## src/drse_pkg.sv

```systemverilog
// drse_pkg: shared types and constants of the delta plus run-length encoder.
// Depends on nothing; used by the top level, its port checker and the testbench.
package drse_pkg;

    // One byte of the compressed stream
    typedef logic [7:0] byte_t;

    // Number of bytes that one sample can cause, and the matching count width
    localparam int BURST_MAX = 5;
    localparam int BURST_CW  = $clog2(BURST_MAX + 1);

    typedef logic [BURST_CW-1:0] burst_cnt_t;
    typedef byte_t burst_bytes_t [BURST_MAX];

    // Stream tags and run limit
    localparam byte_t TAG_RUN   = 8'h00;
    localparam byte_t TAG_DELTA = 8'h01;
    localparam byte_t RUN_LIMIT = 8'hFF;

endpackage

```

## src/delta_rle_sample_encoder_unit.sv

```systemverilog
// delta_rle_sample_encoder_unit: delta plus run-length encoder for 16-bit samples.
// Depends on drse_pkg (byte and burst types, stream tags, run limit).
//
// Usage:
//   Input channel (in_valid / in_stall) takes one sample word per accepted
//   cycle, channel after channel, with first_of_channel / last_of_channel
//   marks. Output channel (out_valid / out_stall) gives one byte word per
//   cycle while out_stall is low; burst_end marks the last byte caused by one sample.
//   A sample is encoded in the cycle it is accepted: the previous sample and
//   run count update at once, and its 0 to 5 bytes go to a holding stage.
//   The holding stage moves into the output burst stage as soon as that one
//   is empty or hands over its last byte; a sample's first byte shows once
//   its bytes have moved from the holding stage into the output burst stage.
//   The output burst stage drives one byte a cycle while out_stall is low,
//   and the next sample can be taken while it still drives the last one's bytes.
//   in_stall is high exactly while the holding stage is full, so the input
//   side never waits on a combinational path from out_stall.
//   Reset clears the previous sample and run count to zero and empties both
//   stages. While the receiver stalls, the current byte holds and the input
//   takes at most one more sample that causes bytes.
module delta_rle_sample_encoder_unit
(
    input  logic                clk,
    input  logic                rst_n,
    input  logic                in_valid,
    output logic                in_stall,
    input  logic [15:0]         sample_value,
    input  logic                first_of_channel,
    input  logic                last_of_channel,
    output logic                out_valid,
    input  logic                out_stall,
    output drse_pkg::byte_t     out_byte,
    output logic                burst_end
);
    import drse_pkg::*;

    // Encoder state
    logic [15:0]  prev_sample_reg, prev_sample_next;
    byte_t        run_len_reg, run_len_next;

    // Holding stage
    logic         a_valid_reg, a_valid_next;
    burst_bytes_t a_bytes_reg, a_bytes_next;
    burst_cnt_t   a_cnt_reg, a_cnt_next;

    // Output burst stage
    logic         b_valid_reg, b_valid_next;
    burst_bytes_t b_bytes_reg, b_bytes_next;
    burst_cnt_t   b_cnt_reg, b_cnt_next;
    burst_cnt_t   b_idx_reg, b_idx_next;

    // Encoder results for the offered sample
    logic         in_accept;
    logic         pair_en;
    byte_t        pair_cnt;
    burst_cnt_t   main_len;
    byte_t        m0, m1, m2;
    burst_bytes_t enc_bytes;
    burst_cnt_t   enc_cnt;
    logic [15:0]  delta;
    byte_t        run_inc;

    // Handshake
    logic         b_take, b_done, b_load;

    assign in_stall  = a_valid_reg;
    assign in_accept = in_valid && !a_valid_reg;

    assign out_valid = b_valid_reg;
    assign out_byte  = b_bytes_reg[b_idx_reg];
    assign burst_end = (b_idx_reg == b_cnt_reg - burst_cnt_t'(1));

    assign b_take = b_valid_reg && !out_stall;
    assign b_done = b_take && burst_end;
    assign b_load = a_valid_reg && (!b_valid_reg || b_done);

    // Encode one sample: an optional run pair, then absolute or delta bytes (none for a repeat)
    always_comb
    begin
        delta    = sample_value - prev_sample_reg;
        run_inc  = run_len_reg + 8'd1;
        pair_en  = 1'b0;
        pair_cnt = run_len_reg;
        main_len = '0;
        m0       = sample_value[15:8];
        m1       = sample_value[7:0];
        m2       = '0;
        run_len_next = run_len_reg;

        if (first_of_channel)
        begin
            // absolute value, pending run flushed ahead of it
            pair_en      = (run_len_reg != 8'd0);
            main_len     = burst_cnt_t'(2);
            run_len_next = '0;
        end
        else if (delta == 16'd0)
        begin
            // repeated sample: run grows, flushed when full or at channel end
            pair_cnt = run_inc;
            if (run_inc == RUN_LIMIT || last_of_channel)
            begin
                pair_en      = 1'b1;
                run_len_next = '0;
            end
            else
            begin
                run_len_next = run_inc;
            end
        end
        else
        begin
            // changed sample: flush run, then tagged delta
            pair_en      = (run_len_reg != 8'd0);
            main_len     = burst_cnt_t'(3);
            m0           = TAG_DELTA;
            m1           = delta[15:8];
            m2           = delta[7:0];
            run_len_next = '0;
        end

        if (pair_en)
        begin
            enc_bytes = '{TAG_RUN, pair_cnt, m0, m1, m2};
            enc_cnt   = main_len + burst_cnt_t'(2);
        end
        else
        begin
            enc_bytes = '{m0, m1, m2, TAG_RUN, TAG_RUN};
            enc_cnt   = main_len;
        end

        prev_sample_next = in_accept ? sample_value : prev_sample_reg;
        if (!in_accept)
        begin
            run_len_next = run_len_reg;
        end
    end

    // Stage movement
    always_comb
    begin
        a_valid_next = a_valid_reg;
        a_bytes_next = a_bytes_reg;
        a_cnt_next   = a_cnt_reg;
        b_valid_next = b_valid_reg;
        b_bytes_next = b_bytes_reg;
        b_cnt_next   = b_cnt_reg;
        b_idx_next   = b_idx_reg;

        if (in_accept && enc_cnt != '0)
        begin
            a_valid_next = 1'b1;
            a_bytes_next = enc_bytes;
            a_cnt_next   = enc_cnt;
        end
        else if (b_load)
        begin
            a_valid_next = 1'b0;
        end

        if (b_load)
        begin
            b_valid_next = 1'b1;
            b_bytes_next = a_bytes_reg;
            b_cnt_next   = a_cnt_reg;
            b_idx_next   = '0;
        end
        else if (b_done)
        begin
            b_valid_next = 1'b0;
        end
        else if (b_take)
        begin
            b_idx_next = b_idx_reg + burst_cnt_t'(1);
        end
    end

    // Control state and encoder state
    always_ff @(posedge clk or negedge rst_n)
    begin
        if (!rst_n)
        begin
            prev_sample_reg <= '0;
            run_len_reg     <= '0;
            a_valid_reg     <= 1'b0;
            b_valid_reg     <= 1'b0;
            b_idx_reg       <= '0;
        end
        else
        begin
            prev_sample_reg <= prev_sample_next;
            run_len_reg     <= run_len_next;
            a_valid_reg     <= a_valid_next;
            b_valid_reg     <= b_valid_next;
            b_idx_reg       <= b_idx_next;
        end
    end

    // Byte payload, no reset
    always_ff @(posedge clk)
    begin
        a_bytes_reg <= a_bytes_next;
        a_cnt_reg   <= a_cnt_next;
        b_bytes_reg <= b_bytes_next;
        b_cnt_reg   <= b_cnt_next;
    end

endmodule

```

## config.mk

```make
export PLATFORM = sky130hd
export DESIGN_NAME = delta_rle_sample_encoder_unit
export DESIGN_NICKNAME = d
export VERILOG_FILES = /design/src/drse_pkg.sv /design/src/delta_rle_sample_encoder_unit.sv
export SDC_FILE = /design/constraint.sdc
export NUM_CORES = 1
export LEC_CHECK = 0
export ABC_AREA = 1
export BUFFER_PORTS_ARGS = -buffer_cell sky130_fd_sc_hd__buf_2
export CAP_MARGIN = 5
export CELL_PAD_IN_SITES_DETAIL_PLACEMENT = 1
export CELL_PAD_IN_SITES_GLOBAL_PLACEMENT = 2
export CORE_MARGIN = 2
export CORE_UTILIZATION = 41
export CTS_BUF_LIST = sky130_fd_sc_hd__clkbuf_16
export DETAILED_ROUTE_END_ITERATION = 12
export PLACE_DENSITY_LB_ADDON = 0.1
export SLEW_MARGIN = 30
export SYNTH_ARGS = -nofsm -noshare
export SYNTH_HDL_FRONTEND = slang
export SYNTH_SLANG_ARGS = --single-unit
```

## constraint.sdc

```tcl
create_clock -name clk -period 8.4 [get_ports clk]
set_clock_uncertainty 0.1 [all_clocks]
set_input_delay 1.26 -clock clk [delete_from_list [all_inputs] [get_ports clk]]
set_output_delay 1.26 -clock clk [all_outputs]
set_load 0.01 [all_outputs]
```

# After elaboration in Yosys (flattened, before gate mapping)

Index checks and enable logic that the tools add are counted.

Bits in registers: 115
Word-level logic and storage cells: 72

Add/subtract/negate cells: 5
Magnitude comparators: 1
Equality and inequality tests: 3
Muxes and demuxes: 28
Bitwise logic cells: 1
Reductions and logical operators: 17

Operators by type and width:

| operator            | number |
|---|---|
| $mux 8              | 13 |
| $mux 32             | 1 |
| $bmux 8 s3          | 1 |
| $logic_not 16->1    | 1 |
| $sub 16x16->16      | 1 |
| $mux 3              | 4 |
| $add 8x1->8 const B | 1 |
| $eq 8x8->1 const B  | 1 |
| $reduce_bool 8->1   | 1 |
| $mux 1              | 7 |
| $reduce_bool 2->1   | 3 |
| $logic_and 1x1->1   | 5 |
| $ge 4x4->1 const B  | 1 |
| $mux 2              | 2 |
| $not 3->4           | 1 |
| $add 3x1->3 const B | 1 |
| $add 3x2->3 const B | 1 |
| $eq 3x3->1          | 1 |
| $logic_not 1->1     | 3 |
| $reduce_bool 3->1   | 1 |
| $sub 3x1->3 const B | 1 |
| $logic_or 1x1->1    | 2 |
| $ne 2x1->1 const B  | 1 |
| $reduce_and 2->1    | 1 |

# Depth between registers and ports, before layout

Gate-level depths: netlist of the first run.

Word-level depth: 10
Depth in mapped cells: 21

# Worst setup path after synthesis of the first run

No wires, ideal clock.

Path kind: input to register
Start point: input port out_stall
End point: register b_idx_reg[2]
Setup time: 0.244 ns
Data arrival time: 4.170 ns
Data required time: 8.056 ns
Path slack: 3.886 ns
Stages: 6
Cell sequence: nor2_1 > nand2_1 > a21oi_1 > a21oi_1 > nand2_1 > o31ai_1

Longest elaborated chain between the ends: 7
Elaborated cells between the ends (all ways): 9

RTL lines:

| item                                                      | line                                 | source |
|---|---|---|
| start: declaration                                        | delta_rle_sample_encoder_unit.sv:31  | `input logic out_stall,` |
| $logic_not 1->1 *                                         | delta_rle_sample_encoder_unit.sv:73  | `assign b_take = b_valid_reg && !out_stall;` |
| $logic_and 1x1->1 *                                       | delta_rle_sample_encoder_unit.sv:73  |  |
| $logic_and 1x1->1 *                                       | delta_rle_sample_encoder_unit.sv:74  | `assign b_done = b_take && burst_end;` |
| $logic_or 1x1->1 *                                        | delta_rle_sample_encoder_unit.sv:75  | `assign b_load = a_valid_reg && (!b_valid_reg \|\| b_done);` |
| $logic_and 1x1->1 *                                       | delta_rle_sample_encoder_unit.sv:75  |  |
| net b_load                                                | delta_rle_sample_encoder_unit.sv:64  | `logic b_take, b_done, b_load;` |
| $ne 2x1->1 (no line) or $reduce_bool 2->1 (tied branches) | --                                   |  |
| $reduce_and 2->1 (no line)                                | --                                   |  |
| end signal: assignment                                    | delta_rle_sample_encoder_unit.sv:196 | `b_idx_reg <= b_idx_next;` |
| end: declaration                                          | delta_rle_sample_encoder_unit.sv:50  | `burst_cnt_t b_idx_reg, b_idx_next;` |

The timed path passes the listed nets; every way through them passes the cells marked *.
A chain may end at the register's enable or synchronous reset.

==> impl_metrics.py, run 1 <==
metrics = {
    "floorplanning": {
        "die_width_um": 128,
        "design.die.area_sq_um": 16300,
        "io-pin-count": 33,
        "num_rows": 45,
        "fp.dieH_um": 128,
        "initial_utilization": 0.416,
        "core_sq_um": 15000,
    },
    "yosys": {
        "synth-compound-area-share": 0.0778,
        "post-synth-top-count-cell": "nand2_1",
        "synth_simple_gate_area_frac": 0.256,
        "yosys-top-cells-area": "edfxtp_1 (41%), nand2_1 (14%), dfrtp_1 (12%)",
        "yosysSeqAreaShare": 0.529,
        "synth_top_family_by_area": "simple AND/OR/NAND/NOR gates",
        "synth_register_bits": 115,
        "async_reset_ff_frac": 0.252,
        "post_synth_net_total": 751,
        "synth_edf_count": 86,
        "xor_and_xnor_area_share_after_synthesis": 0.0194,
        "syn_area_sq_um": 6260,
        "synth.area.mux_share": 0,
        "synth_cell_types": 37,
        "adder_cell_area_share_of_the_yosys_netlist": 0.0432,
        "netlist.area_leader.share": 0.413,
        "synthesis.area_per_instance_sq_um": 8.84,
        "yosysWarnings": 0,
        "netlist.top_cell.by_area": "edfxtp_1",
        "synth-main-ff-cell": "edfxtp_1",
        "postSynthCellCount": 708,
        "synthTopCellsByCount": "nand2_1 (228), inv_1 (94), edfxtp_1 (86), nor2_1 (45), nand3_1 (42)",
    },
    "global_routing": {
        "grt_max_degree": 48,
        "overflow": 0,
        "grt_pass1_wl_mm": 27.2,
        "vias_in_the_first_global_route": 5291,
        "grtUsageTotal": 0.219,
        "antenna_found_initial": 0,
    },
    "sta": {
        "hold_viol_final": 0,
        "max_slew.worst_pin.slew_ps": 731,
        "max_freq_mhz": 252,
        "max-slew-margin-rel": 0.513,
        "totalNegativeSetupSlack_ps": 0,
        "post-route-period-util": 0.472,
        "report.final.setup_viol": 0,
        "post-route-min-period_ps": 3960,
        "whs_ps": 317,
        "drv_slew": 0,
        "unrepaired_setup_endpoints_after_global_routing": "no",
    },
    "route": {
        "route.detailed.drc": 0,
        "maxUsedRoutingLayer": "met4",
        "wl_met3_um": 439,
        "routedWlPerCell_um": 17.5,
        "vias_per_cell": 5.07,
        "detailroute.via_count": 4795,
        "drt_pass1_iterations": 4,
        "route.final.wire_length_mm": 16.5,
        "detail-route-antenna-nets": 0,
        "met2RoutedLength_mm": 8.43,
        "dr.first_iter.drc_count": 211,
        "metal_1_wl_mm": 7.09,
    },
    "clock_network": {
        "clock_tree.buffer_depth": 2,
        "cts_buffer_count": 17,
        "clock_sink_count": 115,
        "post-cts-setup-buffers": 0,
        "cts.clk_slew.worst_paths_ps": 50,
        "htree_num_levels": 4,
        "clock_tree.root_cell": "clkbuf_16",
        "cts_tree": "yes",
        "post_cts.resized_instances": 0,
        "clkLatencyLatePin_ps": 420,
        "hold_buffers": 0,
    },
    "setup_path": {
        "end_kind": "flop",
        "path_class": "input pin to flop",
        "nature_of_the_critical_path_startpoint": "input pin",
        "cp_data_arrival_time_ps": 4010,
        "timing.critical_path.fanout_max": 37,
        "critPathRequiredTime_ps": 8440,
    },
    "outcome": {
        "run_status": "finished clean",
    },
    "finish": {
        "drive_gt1_frac": 0.131,
        "syn_to_layout_area_delta_pct": 14.8,
        "finish.net_count": 787,
        "antenna_cells_inserted": 0,
    },
    "pwr": {
        "p_leak_nw": 3.22,
        "irDropWorstVdd_mv": 0.135,
        "total_power_w": 0.00265,
        "power_per_cell_area_nw_per_um2": 369,
    },
    "placement": {
        "gp_routability_congestion": 0.864,
        "dpl_hpwl_mm": 13.0,
        "place.port_buffers": 32,
    },
    "job": {
        "maxCapViolations": 0,
    },
    "worst_hold_path": {
        "min_path_type": "flop to flop",
    },
}
-- cells in the final DEF (no fill, tap or decap), types with 6 or more instances in the layout --
| cell | instances |
|---|---|
| a221o_1 | 8 |
| o21ai_0 | 26 |
| inv_1 | 98 |
| a21oi_2 | 8 |
| nand2_1 | 228 |
| nand4_1 | 7 |
| nor2_1 | 45 |
| o21ai_1 | 6 |
| buf_2 | 32 |
| nor3_2 | 8 |
| nand2_2 | 8 |
| ha_1 | 20 |
| xor2_1 | 8 |
| edfxtp_1 | 86 |
| dfrtp_1 | 29 |
| nand3_1 | 42 |
| clkbuf_16 | 17 |
| a21oi_1 | 25 |
-- cell families after synthesis --
family	count (synthesis)
fa+ha+maj	21
flops	115
xor+xnor	13
buf+inv	115
compound gates	81
simple gates	363
-- worst max-delay path, cell delays in order --
cell,delay [ps]
buf_2,110
inv_1,60
ha_1,140
inv_1,80
fa_1,460
nand2_1,100
nand2_1,80
nand3_1,130
nand3b_1,90
nand2_1,170
nand3_1,130
nor2_1,230
nand4_2,200
nand2_2,150
nand2_4,260
nand2_1,220
nand3_1,120
-- layout make-up --
cell class,count,area [sq um]
clock buffer,17,425
clock inverter,15,178
fill,1770,7850
inverter,98,368
multi-input combinational,478,2490
sequential,115,3310
tap,188,235
timing repair buffer,34,175
-- layer usage --
metal / GRT usage / vias up
met4: 0.101 / 0
met5: 0 / -
li1: - / 2399
met1: 0.250 / 2277
met3: 0.0444 / 39
met2: 0.395 / 80
-- power by group --
part | internal [W] | switching [W]
Clock | 0.000488 | 0.000248
Combinational | 0.000335 | 0.000724
Sequential | 0.000784 | 0.0000733
-- final timing paths --
path                       slack [ps]  depth (start not counted)                 end          startpoint
hold reg to reg                   320                          0     b_bytes_reg[23]     a_bytes_reg[23]
max in group asynchronous        6920                          1      run_len_reg[6]               rst_n
setup / recovery                 4440                         17     a_bytes_reg[25]     sample_value[0]
min in group asynchronous         790                          1  prev_sample_reg[5]               rst_n
setup reg to reg                 5100                         15     a_bytes_reg[25]  prev_sample_reg[0]
hold / removal                    320                          0     b_bytes_reg[23]     a_bytes_reg[23]
-- stage by stage --
| stage | util | instance area (sq um) | std cells | setup slack [ps] |
|---|---|---|---|---|
| after CTS | 0.478 | 7180 | 945 | 4390 |
| after global routing | 0.478 | 7180 | 945 | 4150 |
| after global placement | 0.438 | 6580 | 913 | 4060 |
| after detailed placement | 0.438 | 6580 | 913 | 4070 |
| final | 0.478 | 7180 | 945 | 4440 |
| after floorplan | - | 6260 | 708 | 3890 |
(Power assumes the default switching activity.)
==> run 2, diff against run 1 <==
Settings changed: CORE_UTILIZATION 41 to 35.
Clock period 8.4 ns to 3.5 ns, I/O delays scaled along.
==> impl_metrics.py, run 2 (same netlist as run 1, synthesis figures left out) <==
metrics = {
    "clock_network": {
        "hold_buffers": 0,
        "cts.clk_slew.worst_paths_ps": 60,
        "clock_tree.root_cell": "clkbuf_16",
        "clock_sink_count": 115,
        "cts_buffer_count": 17,
        "htree_num_levels": 4,
        "clock_tree.buffer_depth": 2,
        "clkLatencyLatePin_ps": 420,
        "post_cts.resized_instances": 0,
        "cts_tree": "yes",
        "post-cts-setup-buffers": 0,
    },
    "sta": {
        "max-slew-margin-rel": 0.443,
        "hold_viol_final": 0,
        "unrepaired_setup_endpoints_after_global_routing": "no",
        "post-route-period-util": 0.920,
        "drv_slew": 0,
        "max_freq_mhz": 310,
        "report.final.setup_viol": 0,
        "post-route-min-period_ps": 3220,
        "max_slew.worst_pin.slew_ps": 835,
    },
    "finish": {
        "layout.core_utilization": 0.424,
        "ff_latch_area_sq_um": 3310,
        "most-common-layout-cells": "nand2_1 (228), inv_1 (94), edfxtp_1 (86)",
        "multi_input_area_sq_um": 2490,
        "final.fill_count": 2036,
        "finish.net_count": 794,
        "final-instance-count-excl-fill": 989,
        "syn_to_layout_area_delta_pct": 18.0,
        "drive_gt1_frac": 0.144,
        "final_common_cell": "nand2_1",
        "fin_area_sq_um": 7380,
        "antenna_cells_inserted": 0,
    },
    "global_routing": {
        "grt_util_met1": 0.243,
        "grtUsageTotal": 0.200,
        "antenna_found_initial": 0,
        "busiest_layer": "met2",
        "grt_pass1_wl_mm": 27.9,
        "overflow": 0,
        "vias_in_the_first_global_route": 5131,
        "grt_max_degree": 48,
        "met2_use_gr": 0.364,
        "fraction_of_met3_tracks_used_by_global_routing": 0.0335,
    },
    "setup_path": {
        "cp_data_arrival_time_ps": 3260,
        "path_class": "flop to flop",
        "end_kind": "flop",
        "timing.critical_path.fanout_max": 37,
        "critPathRequiredTime_ps": 3530,
        "nature_of_the_critical_path_startpoint": "flop",
    },
    "route": {
        "vias_per_cell": 4.88,
        "route.detailed.drc": 0,
        "routedWlPerCell_um": 17.7,
        "detailroute.via_count": 4830,
        "route.final.wire_length_mm": 17.5,
        "detail-route-antenna-nets": 0,
        "dr.first_iter.drc_count": 210,
        "drt_pass1_iterations": 4,
    },
    "placement": {
        "post_dp_cell_area_sq_um": 6700,
        "dp.cells": 957,
        "dpl_hpwl_mm": 13.5,
        "place.port_buffers": 32,
        "gp_routability_congestion": 0.847,
    },
    "floorplanning": {
        "core_sq_um": 17400,
        "io-pin-count": 33,
        "fp.dieH_um": 138,
        "design.die.area_sq_um": 19000,
        "initial_utilization": 0.359,
        "die_width_um": 138,
        "num_rows": 48,
    },
    "pwr": {
        "power_per_cell_area_nw_per_um2": 906,
        "irDropWorstVdd_mv": 0.399,
        "p_leak_nw": 3.28,
    },
    "job": {
        "maxCapViolations": 0,
    },
    "outcome": {
        "run_status": "finished clean",
    },
    "worst_hold_path": {
        "min_path_type": "input pin to asynchronous set/reset pin",
    },
}
==> run 2: changes by cell type in the layout (fill, tap and decap cells not counted) <==
| cell | change |
|---|---|
| bufinv_16 | +2 |
| clkinvlp_4 | +1 |
| inv_2 | -1 |
| clkinv_4 | +1 |
| inv_1 | -4 |
| inv_6 | +3 |
| buf_4 | +5 |
| clkinv_2 | -2 |
| buf_12 | +2 |
==> run 2: per-stage QoR <==
stage / setup WS [ps] / hold slack, ps / setup TNS [ps] / total power, W
6_report: 279 / 89.0 / 0 / 0.00669
4_1_cts: 264 / 146 / 0 / 0.00679
2_1_floorplan: 138 / 129 / 0 / 0.00388
5_1_grt: 7.48 / 161 / 0 / 0.00720
3_5_place_dp: -31.0 / 306 / -92.8 / 0.00476
3_3_place_gp: 60.5 / 305 / 0 / 0.00468
==> run 2: worst max-delay path, cell delays in order, from the launching register on <==
cell and delay (ps):
dfrtp_1 350, ha_1 140, inv_1 90, fa_1 460
nand2_1 110, nand2_1 80, nand3_2 90, nand2_2 90
nand2_1 90, nand3_1 70, nand2_1 60, nand2_1 50
nor2_1 220, nand4_2 200, nand2_2 160, nand2_4 260
nand2_1 170, nand3_1 150
==> run 2: cell type report <==
type                       count  share of cell area
sequential                   115               0.448
multi-input combinational    478               0.338
clock buffer                  17              0.0576
inverter                      98              0.0498
tap                          225              0.0381
timing repair buffer          41              0.0342
clock inverter                15              0.0341
==> run 2: final timing paths <==
check	start	end	slack, ps	cells after the start
setup / recovery	prev_sample_reg[0]	a_bytes_reg[28]	280	17
max in group asynchronous	rst_n	in_stall	2660	1
hold / removal	rst_n	prev_sample_reg[1]	90	1
min in group clk	sample_value[3]	prev_sample_reg[3]	260	3
setup reg to reg	prev_sample_reg[0]	a_bytes_reg[28]	280	17
hold reg to reg	a_bytes_reg[38]	b_bytes_reg[38]	310	0
==> run 2: metal layers <==
layer | routed length (um) | share of wire
met5 | 0 | 0
met4 | 260 | 0.015
met3 | 323 | 0.018
met2 | 8910 | 0.51
met1 | 7990 | 0.46
==> run 2: where the power goes <==
group / internal, W / switching [W]
combinational: 0.000861 / 0.00177
clock: 0.00134 / 0.000664
sequential: 0.00188 / 0.000181
total: 0.00408 / 0.00261
==> run 3, diff against run 2 <==
Settings changed: CELL_PAD_IN_SITES_GLOBAL_PLACEMENT 2 to 1, CORE_UTILIZATION 35 to 43.
==> impl_metrics.py, run 3 (same netlist as run 1, synthesis figures left out) <==
metrics = {
    "clock_network": {
        "post_cts.resized_instances": 0,
        "cts_tree": "yes",
        "clkLatencyLatePin_ps": 420,
        "clock_tree.root_cell": "clkbuf_16",
        "clock_tree.buffer_depth": 2,
        "post-cts-setup-buffers": 0,
        "clock_sink_count": 115,
        "hold_buffers": 0,
        "cts.clk_slew.worst_paths_ps": 60,
        "htree_num_levels": 4,
        "cts_buffer_count": 17,
    },
    "floorplanning": {
        "num_rows": 44,
        "fp.dieH_um": 125,
        "initial_utilization": 0.435,
        "io-pin-count": 33,
        "design.die.area_sq_um": 15500,
        "die_width_um": 125,
        "core_sq_um": 14400,
    },
    "route": {
        "routedWlPerCell_um": 16.7,
        "drt_pass1_iterations": 6,
        "vias_per_cell": 5.08,
        "dr.first_iter.drc_count": 192,
        "detail-route-antenna-nets": 0,
        "route.detailed.drc": 0,
        "detailroute.via_count": 4800,
        "route.final.wire_length_mm": 15.8,
    },
    "global_routing": {
        "grt_pass1_wl_mm": 26.0,
        "antenna_found_initial": 0,
        "grtUsageTotal": 0.217,
        "grt_max_degree": 38,
        "vias_in_the_first_global_route": 5035,
        "overflow": 0,
    },
    "pwr": {
        "irDropWorstVdd_mv": 0.380,
        "power_per_cell_area_nw_per_um2": 884,
        "p_leak_nw": 3.24,
    },
    "finish": {
        "finish.net_count": 791,
        "most-common-layout-cells": "nand2_1 (228), inv_1 (96), edfxtp_1 (86)",
        "antenna_cells_inserted": 0,
        "final-instance-count-excl-fill": 945,
        "final_common_cell": "nand2_1",
        "drive_gt1_frac": 0.139,
        "syn_to_layout_area_delta_pct": 15.8,
        "final.fill_count": 1694,
        "layout.core_utilization": 0.504,
    },
    "setup_path": {
        "critPathTopFamily": "simple AND/OR/NAND/NOR gates",
        "timing.rr.end": "a_bytes_reg[27]",
        "max_stage_delay_ps": 460,
        "r2r_start": "prev_sample_reg[0]",
        "reg2regPathDepth": 15,
        "nature_of_the_critical_path_startpoint": "flop",
        "timing.critical_path.cells": "ha_1 > inv_1 > fa_1 > nand2_1 > nand2_1 > nand3_1 > nand3b_1 > nand2_1 > nand3_1 > nor2_1 > nand4_2 > nand2_2 > nand2_4 > nand2_1 > nand3_1",
        "worst-r2r-setup-slack_ps": 310,
        "cp_data_arrival_time_ps": 3250,
        "path_class": "flop to flop",
        "crit_slowest_cell": "fa_1",
        "timing.critical_path.fanout_max": 37,
        "critPathRequiredTime_ps": 3550,
        "critical-path-top-cell-by-count": "nand2_1",
        "path_buf_inv": 1,
        "end_kind": "flop",
    },
    "job": {
        "maxCapViolations": 0,
    },
    "worst_hold_path": {
        "min_path_type": "input pin to asynchronous set/reset pin",
    },
    "sta": {
        "whs_ps": 91.1,
        "max-slew-margin-rel": 0.461,
        "report.final.setup_viol": 0,
        "totalNegativeSetupSlack_ps": 0,
        "max_freq_mhz": 313,
        "hold_viol_final": 0,
        "post-route-period-util": 0.912,
        "drv_slew": 0,
        "post-route-min-period_ps": 3190,
        "unrepaired_setup_endpoints_after_global_routing": "no",
        "max_slew.worst_pin.slew_ps": 808,
        "layout_setup_ws_ps": 307,
    },
    "outcome": {
        "run_status": "finished clean",
    },
    "placement": {
        "place.port_buffers": 32,
        "preCtsSetupSlack_ps": -12.2,
        "dp.cells": 913,
        "dpl_hpwl_mm": 12.1,
        "gp_routability_congestion": 0.879,
    },
}
-- run 3: cell types whose count changed in the layout (fill, tap and decap cells not counted) --
cell / delta
clkinv_1: -1
buf_4: -3
clkinv_2: +3
clkinv_4: -3
inv_1: +2
bufinv_16: -2
clkinvlp_4: +2
inv_6: -1
-- run 3: where the power goes --
part | switching [W] | total, W | internal, W
clock | 0.000629 | 0.00181 | 0.00118
combinational | 0.00171 | 0.00254 | 0.000831
sequential | 0.000174 | 0.00205 | 0.00188
-- run 3: worst max path at each step --
stage	end	depth (start not counted)	from
final	a_bytes_reg[27]	15	prev_sample_reg[0]
after global routing	a_bytes_reg[26]	15	prev_sample_reg[0]
after CTS	a_bytes_reg[31]	15	prev_sample_reg[0]
after detailed placement	a_bytes_reg[25]	17	sample_value[0]
after global placement	a_bytes_reg[31]	17	sample_value[0]
after floorplan	a_bytes_reg[0]	17	sample_value[0]
-- run 3: layer usage --
layer | vias to the layer above | GRT usage | routed length, um
li1 | 2409 | - | -
met1 | 2291 | 0.266 | 7020
met2 | 69 | 0.377 | 7880
met3 | 31 | 0.0318 | 420
met4 | 0 | 0.0985 | 495
met5 | - | 0 | 0
-- run 3: area by class of cell --
type | count | area, sq um | share of cell area
Tap cell | 184 | 230 | 0.0318
Inverter | 98 | 368 | 0.0508
Multi-Input combinational cell | 478 | 2490 | 0.344
Timing Repair Buffer | 38 | 230 | 0.0318
Sequential cell | 115 | 3310 | 0.457
Clock inverter | 15 | 190 | 0.0262
Clock buffer | 17 | 425 | 0.0587
-- run 3: stage by stage --
stage,power [W],cell area [sq um]
3_5_place_dp,0.00463,6630
5_1_grt,0.00689,7250
3_3_place_gp,0.00455,6630
6_report,0.00641,7250
2_1_floorplan,0.00388,6260
4_1_cts,0.00646,7250
